$ cat config.mk
export PLATFORM = sky130hd
export DESIGN_NAME = packet_name_field_parser
export DESIGN_NICKNAME = d
export VERILOG_FILES = /design/src/hdl/pnfp_pkg.sv /design/src/hdl/pnfp_decoder.sv /design/src/hdl/pnfp_out_fifo.sv /design/src/hdl/packet_name_field_parser.sv
export SDC_FILE = /design/constraint.sdc
export NUM_CORES = 2
export LEC_CHECK = 0
export BUFFER_PORTS_ARGS = -buffer_cell sky130_fd_sc_hd__buf_4
export CAP_MARGIN = 20
export CELL_PAD_IN_SITES_DETAIL_PLACEMENT = 0
export CELL_PAD_IN_SITES_GLOBAL_PLACEMENT = 1
export CORE_MARGIN = 4
export CORE_UTILIZATION = 55
export DETAILED_ROUTE_END_ITERATION = 12
export HOLD_SLACK_MARGIN = 0.05
export PLACE_DENSITY = 0.91
export SYNTH_ARGS = -nofsm -noshare
export SYNTH_HDL_FRONTEND = slang
export SYNTH_SLANG_ARGS = --single-unit
$ cat constraint.sdc
create_clock -name clk_i -period 52.5 [get_ports clk_i]
set_input_delay 13.125 -clock clk_i [delete_from_list [all_inputs] [get_ports clk_i]]
set_output_delay 13.125 -clock clk_i [all_outputs]
set_load 0.05 [all_outputs]
$ cat src/hdl/pnfp_pkg.sv
// Package for the packet name field parser.
// Result record, phase and kind codes, output queue sizing. No dependencies.
`timescale 1ns / 1ps
`default_nettype none

package pnfp_pkg;

  typedef enum logic [2:0] {
    PH_META = 3'd0,
    PH_SHIP = 3'd1,
    PH_RIFT = 3'd2,
    PH_BLOQ = 3'd3,
    PH_FRAG = 3'd4,
    PH_PLEN = 3'd5,
    PH_PATH = 3'd6
  } phase_e;

  typedef enum logic [1:0] {
    KIND_PATH = 2'd0,
    KIND_DONE = 2'd1,
    KIND_FAIL = 2'd2
  } kind_e;

  typedef struct packed {
    kind_e        kind;
    logic [7:0]   path_byte;
    logic [63:0]  ship_low;
    logic [63:0]  ship_high;
    logic [31:0]  rift_value;
    logic [7:0]   bloq_value;
    logic [31:0]  fragment_number;
    logic         init_flag;
    logic         auth_flag;
    logic [15:0]  path_length;
    logic [16:0]  bytes_consumed;
  } result_t;

  // Up to two results per input byte, compacted so that res0 goes first.
  typedef struct packed {
    logic [1:0] n;
    result_t    res0;
    result_t    res1;
  } push_t;

  localparam int unsigned OUT_DEPTH = 4;
  localparam int unsigned PTR_W     = $clog2(OUT_DEPTH);
  localparam int unsigned CNT_W     = $clog2(OUT_DEPTH + 1);

endpackage

`default_nettype wire

$ cat src/hdl/pnfp_decoder.sv
// Field state machine of the name parser: one byte per transfer, up to two results.
// Depends on pnfp_pkg.
`timescale 1ns / 1ps
`default_nettype none

module pnfp_decoder
  import pnfp_pkg::*;
(
  input  wire logic       clk_i,
  input  wire logic       rst_ni,
  input  wire logic       accept_i,
  input  wire logic [7:0] byte_i,
  input  wire logic       last_i,
  output push_t           push_o
);

  phase_e        phase_q, phase_d;
  logic [3:0]    idx_q, idx_d;
  logic [1:0]    rank_q, rank_d;
  logic [1:0]    riftw_q, riftw_d;
  logic [1:0]    fragw_q, fragw_d;
  logic [1:0]    flags_q, flags_d;
  logic [127:0]  ship_q, ship_d;
  logic [31:0]   rift_q, rift_d;
  logic [7:0]    bloq_q, bloq_d;
  logic [31:0]   frag_q, frag_d;
  logic [15:0]   plen_q, plen_d;
  logic [15:0]   rem_q, rem_d;
  logic [16:0]   cons_q, cons_d;

  logic          complete;
  logic          fail;
  logic          path_out;
  logic          no_tail;
  logic [4:0]    idx_inc;
  logic [4:0]    ship_len;
  result_t       path_res;
  result_t       tail_res;

  always_comb begin
    phase_d  = phase_q;
    idx_d    = idx_q;
    rank_d   = rank_q;
    riftw_d  = riftw_q;
    fragw_d  = fragw_q;
    flags_d  = flags_q;
    ship_d   = ship_q;
    rift_d   = rift_q;
    bloq_d   = bloq_q;
    frag_d   = frag_q;
    plen_d   = plen_q;
    rem_d    = rem_q;
    cons_d   = cons_q + 17'd1;
    complete = 1'b0;
    fail     = 1'b0;
    path_out = 1'b0;
    no_tail  = 1'b0;
    idx_inc  = {1'b0, idx_q} + 5'd1;
    ship_len = 5'd2 << rank_q;

    case (phase_q)
      PH_SHIP: begin
        ship_d[{idx_q, 3'b000} +: 8] = ship_q[{idx_q, 3'b000} +: 8] | byte_i;
        idx_d = idx_inc[3:0];
        if (idx_inc >= ship_len) begin
          idx_d   = 4'd0;
          phase_d = PH_RIFT;
        end
      end
      PH_RIFT: begin
        rift_d[{idx_q[1:0], 3'b000} +: 8] = rift_q[{idx_q[1:0], 3'b000} +: 8] | byte_i;
        idx_d = idx_inc[3:0];
        if (idx_inc > {3'b000, riftw_q}) begin
          idx_d   = 4'd0;
          phase_d = PH_BLOQ;
        end
      end
      PH_BLOQ: begin
        bloq_d  = byte_i;
        idx_d   = 4'd0;
        phase_d = flags_q[0] ? PH_PLEN : PH_FRAG;
      end
      PH_FRAG: begin
        frag_d[{idx_q[1:0], 3'b000} +: 8] = frag_q[{idx_q[1:0], 3'b000} +: 8] | byte_i;
        idx_d = idx_inc[3:0];
        if (idx_inc > {3'b000, fragw_q}) begin
          idx_d   = 4'd0;
          phase_d = PH_PLEN;
        end
      end
      PH_PLEN: begin
        if (idx_q == 4'd0) begin
          plen_d = {8'h00, byte_i};
        end else begin
          plen_d = plen_q | {byte_i, 8'h00};
        end
        idx_d = idx_inc[3:0];
        if (idx_inc >= 5'd2) begin
          idx_d = 4'd0;
          rem_d = plen_d;
          if (plen_d == 16'd0) begin
            complete = 1'b1;
          end else begin
            phase_d = PH_PATH;
          end
        end
      end
      PH_PATH: begin
        path_out = 1'b1;
        rem_d    = rem_q - 16'd1;
        if (rem_d == 16'd0) begin
          complete = 1'b1;
        end
      end
      default: begin
        // Meta byte; unused phase codes land here too.
        idx_d   = 4'd0;
        ship_d  = '0;
        rift_d  = '0;
        bloq_d  = '0;
        frag_d  = '0;
        plen_d  = '0;
        rem_d   = '0;
        cons_d  = 17'd1;
        rank_d  = byte_i[1:0];
        riftw_d = byte_i[3:2];
        flags_d = byte_i[5:4];
        fragw_d = byte_i[7:6];
        if (byte_i[5:4] == 2'b11) begin
          fail    = 1'b1;
          no_tail = 1'b1;
          phase_d = PH_META;
        end else begin
          phase_d = PH_SHIP;
        end
      end
    endcase

    if (!no_tail) begin
      if (complete) begin
        phase_d = PH_META;
      end else if (last_i) begin
        fail    = 1'b1;
        phase_d = PH_META;
      end
    end
  end

  always_comb begin
    path_res           = '0;
    path_res.kind      = KIND_PATH;
    path_res.path_byte = byte_i;

    tail_res      = '0;
    tail_res.kind = KIND_FAIL;
    if (complete) begin
      tail_res.kind            = KIND_DONE;
      tail_res.ship_low        = ship_d[63:0];
      tail_res.ship_high       = ship_d[127:64];
      tail_res.rift_value      = rift_d;
      tail_res.bloq_value      = bloq_d;
      tail_res.fragment_number = frag_d;
      tail_res.init_flag       = flags_d[0];
      tail_res.auth_flag       = flags_d[1];
      tail_res.path_length     = plen_d;
      tail_res.bytes_consumed  = cons_d;
    end

    push_o.res0 = tail_res;
    push_o.res1 = tail_res;
    push_o.n    = 2'd0;
    if (accept_i) begin
      if (path_out) begin
        push_o.res0 = path_res;
        push_o.n    = (complete || fail) ? 2'd2 : 2'd1;
      end else if (complete || fail) begin
        push_o.n = 2'd1;
      end
    end
  end

  always_ff @(posedge clk_i or negedge rst_ni) begin
    if (!rst_ni) begin
      phase_q <= PH_META;
      idx_q   <= '0;
      rank_q  <= '0;
      riftw_q <= '0;
      fragw_q <= '0;
      flags_q <= '0;
      ship_q  <= '0;
      rift_q  <= '0;
      bloq_q  <= '0;
      frag_q  <= '0;
      plen_q  <= '0;
      rem_q   <= '0;
      cons_q  <= '0;
    end else if (accept_i) begin
      phase_q <= phase_d;
      idx_q   <= idx_d;
      rank_q  <= rank_d;
      riftw_q <= riftw_d;
      fragw_q <= fragw_d;
      flags_q <= flags_d;
      ship_q  <= ship_d;
      rift_q  <= rift_d;
      bloq_q  <= bloq_d;
      frag_q  <= frag_d;
      plen_q  <= plen_d;
      rem_q   <= rem_d;
      cons_q  <= cons_d;
    end
  end

  // A byte flagged as last always returns the parser to the meta phase.
  a_last_ends_name : assert property (@(posedge clk_i) disable iff (!rst_ni)
    accept_i && last_i |=> phase_q == PH_META)
    else $error("parser not back in meta phase after last byte");

  // Path phase is only ever entered with bytes still to come.
  a_path_remaining : assert property (@(posedge clk_i) disable iff (!rst_ni)
    phase_q == PH_PATH |-> rem_q != 16'd0)
    else $error("path phase with nothing remaining");

  // Inside a name the byte count has been started by the meta byte.
  a_count_started : assert property (@(posedge clk_i) disable iff (!rst_ni)
    phase_q != PH_META |-> cons_q != 17'd0)
    else $error("byte count zero inside a name");

endmodule

`default_nettype wire

$ cat src/hdl/pnfp_out_fifo.sv
// Result queue of the name parser: two writes and one read per cycle.
// Depends on pnfp_pkg.
`timescale 1ns / 1ps
`default_nettype none

module pnfp_out_fifo
  import pnfp_pkg::*;
(
  input  wire logic  clk_i,
  input  wire logic  rst_ni,
  input  wire push_t push_i,
  output logic       space2_o,
  output logic       valid_o,
  input  wire logic  ready_i,
  output result_t    data_o
);

  result_t           entry_q [OUT_DEPTH];
  logic [PTR_W-1:0]  wr_q;
  logic [PTR_W-1:0]  rd_q;
  logic [CNT_W-1:0]  cnt_q;
  logic              pop;

  assign valid_o  = cnt_q != '0;
  assign pop      = valid_o && ready_i;
  assign data_o   = entry_q[rd_q];
  assign space2_o = cnt_q <= CNT_W'(OUT_DEPTH - 2);

  always_ff @(posedge clk_i) begin
    if (push_i.n != 2'd0) begin
      entry_q[wr_q] <= push_i.res0;
    end
    if (push_i.n == 2'd2) begin
      entry_q[wr_q + PTR_W'(1)] <= push_i.res1;
    end
  end

  always_ff @(posedge clk_i or negedge rst_ni) begin
    if (!rst_ni) begin
      wr_q  <= '0;
      rd_q  <= '0;
      cnt_q <= '0;
    end else begin
      wr_q  <= wr_q + PTR_W'(push_i.n);
      rd_q  <= rd_q + PTR_W'(pop);
      cnt_q <= cnt_q + CNT_W'(push_i.n) - CNT_W'(pop);
    end
  end

  a_no_overflow : assert property (@(posedge clk_i) disable iff (!rst_ni)
    CNT_W'(push_i.n) <= CNT_W'(OUT_DEPTH) - cnt_q + CNT_W'(pop))
    else $error("result queue overflow");

  a_count_bound : assert property (@(posedge clk_i) disable iff (!rst_ni)
    cnt_q <= CNT_W'(OUT_DEPTH))
    else $error("result queue count out of range");

  a_count_track : assert property (@(posedge clk_i) disable iff (!rst_ni)
    push_i.n == 2'd0 && !pop |=> $stable(cnt_q))
    else $error("result queue count moved without a transfer");

endmodule

`default_nettype wire

$ cat src/hdl/packet_name_field_parser.sv
// Top level of the packet name field parser.
// Depends on pnfp_pkg, pnfp_decoder and pnfp_out_fifo.
`timescale 1ns / 1ps
`default_nettype none

// Byte-serial decoder for the name section of a packet. Each input transfer
// carries one byte and a flag marking the last byte available. The first
// byte of a name is the meta byte (rank, rift width, init, auth, fragment
// width); ship, rift, bloq, fragment (skipped for init names), a 2-byte path
// length and the path follow, all little endian. Every path byte leaves as
// a result of kind 0; the byte that ends the name is followed by a kind 1
// result holding all decoded fields and the byte count. Kind 2 reports a
// failure: init and auth both set, or the buffer ending mid-name; the parser
// then expects a fresh meta byte. A byte is accepted every cycle while
// input ready is high; its results are queued at once. Results pass
// through a four-entry queue; input ready drops only while fewer than two
// entries are free, which happens when the output side stalls, since a
// single byte can yield two results (last path byte plus completion).

module packet_name_field_parser
  import pnfp_pkg::*;
(
  input  wire logic        clk_i,
  input  wire logic        rst_ni,
  input  wire logic        in_valid_i,
  output logic             in_ready_o,
  input  wire logic [7:0]  byte_in_i,
  input  wire logic        buffer_end_i,
  output logic             out_valid_o,
  input  wire logic        out_ready_i,
  output logic [1:0]       kind_o,
  output logic [7:0]       path_byte_o,
  output logic [63:0]      ship_low_o,
  output logic [63:0]      ship_high_o,
  output logic [31:0]      rift_value_o,
  output logic [7:0]       bloq_value_o,
  output logic [31:0]      fragment_number_o,
  output logic             init_flag_o,
  output logic             auth_flag_o,
  output logic [15:0]      path_length_o,
  output logic [16:0]      bytes_consumed_o
);

  logic    in_xfer;
  push_t   push;
  result_t res;

  // Input transfer: one byte goes straight into the field state machine.
  assign in_xfer = in_valid_i && in_ready_o;

  pnfp_decoder u_decoder (
    .clk_i    (clk_i),
    .rst_ni   (rst_ni),
    .accept_i (in_xfer),
    .byte_i   (byte_in_i),
    .last_i   (buffer_end_i),
    .push_o   (push)
  );

  // Queue registers part the output handshake from the input side.
  pnfp_out_fifo u_out_fifo (
    .clk_i    (clk_i),
    .rst_ni   (rst_ni),
    .push_i   (push),
    .space2_o (in_ready_o),
    .valid_o  (out_valid_o),
    .ready_i  (out_ready_i),
    .data_o   (res)
  );

  assign kind_o            = res.kind;
  assign path_byte_o       = res.path_byte;
  assign ship_low_o        = res.ship_low;
  assign ship_high_o       = res.ship_high;
  assign rift_value_o      = res.rift_value;
  assign bloq_value_o      = res.bloq_value;
  assign fragment_number_o = res.fragment_number;
  assign init_flag_o       = res.init_flag;
  assign auth_flag_o       = res.auth_flag;
  assign path_length_o     = res.path_length;
  assign bytes_consumed_o  = res.bytes_consumed;

  // Results only come from accepted bytes.
  a_push_needs_xfer : assert property (@(posedge clk_i) disable iff (!rst_ni)
    push.n != 2'd0 |-> in_xfer)
    else $error("result produced without an input transfer");

  // A path byte never carries name fields; a failure carries nothing.
  a_path_clean : assert property (@(posedge clk_i) disable iff (!rst_ni)
    out_valid_o && (res.kind == KIND_PATH || res.kind == KIND_FAIL)
      |-> res.bytes_consumed == 17'd0)
    else $error("stray fields on a path or failure result");

  // A completed name never has both init and auth set.
  a_done_flags : assert property (@(posedge clk_i) disable iff (!rst_ni)
    out_valid_o && res.kind == KIND_DONE |-> !(res.init_flag && res.auth_flag))
    else $error("completion with init and auth both set");

endmodule

`default_nettype wire
==> reports/results.tsv <==
metric	value	unit
FF+latch count, synth	1251	
global-route wire length before repair	223	mm
Slew Limit Fails	0	
Cell Chain, Critical Path	buf_4 > buf_4 > buf_4 > mux4_2 > buf_4	
Die H	325	um
CTS tree	yes	
Final Cycle Share	34.6	%
Syn Nets	4183	
clock slew at reported path FFs	0.06	ns
routability cong.	0.895	
vias in the first global route	35399	
Residual DRC	0	
cts repair resizes	0	
total track usage	27.6	%
cell count after synthesis	4146	
RSZ-0062 raised after global routing	false	
setup bufs post-CTS	0	
Die ar.	0.106	mm^2
PwrDens	55.0	mW/mm^2
Net Sw Power	1340	uW
worst setup path startpoint	u_out_fifo.rd_q[0]	
Setup TNS	0	ns
CP max stage cell	buf_4	
io pins	260	
Setup Slack @ Placement	33.77	ns
# H-tree levels	4	
met2 routed WL	74.1	mm
met3 WL	12.4	mm
Worst Tran Pin Value	1.39	ns
Sw Ratio	39.0	%
worst-path maximum fanout	46	
FF-to-FF path depth	16	
Avg Inst Size Synth	13.4	um^2
cts hold-fix bufs	0	
f_max	55.1	MHz
Hold WC Path Type	reg2reg	
leading area contributor after synthesis	edfxtp_1	
port bufs	259	
crit-path max cell delay	0.84	ns
layout cells sized above 1	19.6	%
Pre-antenna DRT Iters	6	
Synth async-reset ratio	21.7	%
Clock Path Buffers	3	
CP dominant cell by count	buf_4	
Yosys cell types	70	
fraction of power consumed by sequential logic	35.1	%
Synth Cell Area	0.0554	mm^2
clk_lat worst skew	0.74	ns
crit path capture type	primary output	
starting density of the core	55.4	%
worst-case clock skew	0.0398	ns
Logic pwr share	38.0	%
status	finished clean	
DP Wirelength	88.8	mm
Die Wd	325	um
clock group share of total power	26.9	%
Most used DFF post-synth	edfxtp_1	
reg2reg setup slack	44.00	ns
Post-synth EDFFs	948	
GR Overflow Total	0	
clk sinks	1251	
crit path capture	ship_high_o[36]	
Crit Path Class	reg2out	
Slew HR	7.56	%
CP Launch Type	flip-flop	
final setup violating endpoints	0	
Tot Pwr	3440	uW
sequential share of the synthesized area	64.8	%
worst IR drop on VDD	43.0	uV
CTS root buffer	clkbuf_16	
vias	36044	
FF-to-FF End	u_out_fifo.entry_q[2][108]	
CP Data Required Time	39.38	ns
top sig layer	met5	
max_cap viols	0	
Synth Warn #	0	
RR Startpoint	u_decoder.idx_q[1]	
Final Critical Period	18.16	ns
TritonCTS Buffers	131	
cell row count	116	
Wirelength per Cell	25.8	um
Initial DRC Count	4299	
nets	4318	
top-area cell type share of the netlist area	51.4	%
final hold viol count	0	
Area growth, synth to finish	13.0	%
antenna violations before repair	4	
CORE AREA	0.100	mm^2
Routed met1 length	55.2	mm
leak pwr	0.0210	uW
final setup margin	34.34	ns
DRT Wirelength	147	mm
antenna-violating nets left	0	
Synth area leaders	edfxtp_1, dfrtp_1, mux4_2, nor2_1, a22oi_1	
crit path DAT	5.04	ns
P_int	2100	uW
vias per cell	6.34	
largest net degree at the start of global routing	158	
-- cell usage after synthesis, types with 4 or more instances --
cell      count
a211o_1       4
a21oi_1     113
a22o_1      122
a22oi_1     174
a22oi_2       8
a31oi_1       6
and2_0        4
and2_1       23
and3_1       20
buf_1        46
buf_2        83
buf_4        13
buf_6         4
clkbuf_1    174
dfrtp_1     271
dfxtp_1      32
edfxtp_1    948
ha_1         23
inv_1        35
mux2_2       11
mux2i_1       5
mux4_2      293
nand2_1     225
nand2b_1     35
nand3_1      24
nand4_1       7
nor2_1     1107
nor2b_1      13
nor3_1       34
nor4_1       11
o21a_1        9
o21ai_0     159
o21ai_1       6
o31a_1        5
o31ai_1       5
or2_2        10
or3_1         9
xnor2_1      17
xor2_1       10
-- power by group through the flow --
stage	combinational (uW)	clock [uW]	sequential [uW]
6_report	1310	924	1210
3_3_place_gp	1310	0	1220
3_5_place_dp	1310	0	1230
4_1_cts	1310	932	1210
2_1_floorplan	957	0	1230
5_1_grt	1370	975	1220
-- cells by family (layout without fill, tap and decap cells) --
kind of cell               after synthesis  count (layout)  share of synthesized area [%]
AOI/OAI and AO/OA                      638             638                           7.82
xor gates and xnor gates                27              27                          0.427
adders and majority gates               24              24                          0.556
buffers and inverters                  357             601                           2.75
DFF                                   1251            1251                           64.8
muxes                                  309             309                           12.2
other                                    0               1                              0
and+or+nand+nor                       1540            1540                           11.4
-- state kept, by name (all words and copies together) (netlist names) --
register / count
u_decoder.ship_q: 128
u_out_fifo.entry_q: 980
u_out_fifo.rd_q: 2
u_decoder.phase_q: 3
u_out_fifo.wr_q: 2
u_decoder.plen_q: 16
u_decoder.riftw_q: 2
u_decoder.cons_q: 17
u_decoder.idx_q: 4
u_decoder.bloq_q: 8
u_out_fifo.cnt_q: 3
u_decoder.fragw_q: 2
u_decoder.rank_q: 2
u_decoder.frag_q: 32
u_decoder.flags_q: 2
u_decoder.rift_q: 32
u_decoder.rem_q: 16
-- stage by stage --
| stage | hold slack, ns | std cells | instance area [um^2] | util (%) |
|---|---|---|---|---|
| 3_3_place_gp | 0.459 | 5441 | 58200 | 58.2 |
| 3_5_place_dp | 0.471 | 5442 | 58200 | 58.2 |
| 2_1_floorplan | 0.449 | 4146 | 55400 | - |
| 5_1_grt | 0.507 | 5688 | 62600 | 62.6 |
| 6_report | 0.482 | 5689 | 62600 | 62.6 |
| 4_1_cts | 0.484 | 5684 | 62500 | 62.5 |
-- critical path, delay by kind of cell, from the launching register on --
family,cells,cell delay [ns]
buffers and inverters,4,2.67
muxes,1,0.65
DFF,1,0.83
-- per-layer routing --
| metal | up-vias | GRT usage (%) |
|---|---|---|
| li1 | 15612 | - |
| met1 | 18295 | 37.4 |
| met2 | 1853 | 45.5 |
| met3 | 280 | 5.09 |
| met4 | 4 | 9.36 |
| met5 | - | 0 |
-- worst min-delay path by stage --
stage                          startpoint                         end  slack (ns)  cells after the start
3_5_place_dp          u_decoder.bloq_q[0]         u_decoder.bloq_q[0]        0.47                      2
2_1_floorplan  u_out_fifo.entry_q[2][235]  u_out_fifo.entry_q[2][235]        0.45                      2
6_report              u_decoder.bloq_q[6]         u_decoder.bloq_q[6]        0.48                      2
5_1_grt               u_decoder.bloq_q[0]         u_decoder.bloq_q[0]        0.51                      2
3_3_place_gp   u_out_fifo.entry_q[0][238]  u_out_fifo.entry_q[0][238]        0.46                      2
4_1_cts        u_out_fifo.entry_q[3][235]  u_out_fifo.entry_q[3][235]        0.48                      2
-- cell type report --
| type | count | area [um^2] |
|---|---|---|
| clock inverters | 51 | 489 |
| diodes | 1 | 2.50 |
| well taps | 1298 | 1620 |
| multi-input cells | 2538 | 18100 |
| inverters | 36 | 135 |
| clock buffers | 191 | 3820 |
| flip-flops and latches | 1251 | 35900 |
| fillers | 7287 | 37400 |
| repair buffers | 323 | 2520 |
-- cells in the final DEF (no fill, tap or decap), types with 11 or more instances in the layout --
cell       netlist  layout
clkbuf_8         0      15
nor2_1        1107    1106
dfxtp_1         32      32
and2_1          23      23
inv_1           35      35
xnor2_1         17      17
dfrtp_1        271     267
clkinv_1         1      14
ha_1            23      23
clkbuf_16        0     139
clkbuf_1       174      37
nand3_1         24      24
nand2b_1        35      35
a21oi_1        113     112
nor2b_1         13      13
clkinv_2         0      17
mux2_2          11      11
buf_4           13     313
a22o_1         122     122
and3_1          20      20
nor3_1          34      32
edfxtp_1       948     948
a22oi_1        174     174
o21ai_0        159     158
nor4_1          11      11
nand2_1        225     222
mux4_2         293     293
(Power assumes the default switching activity.)
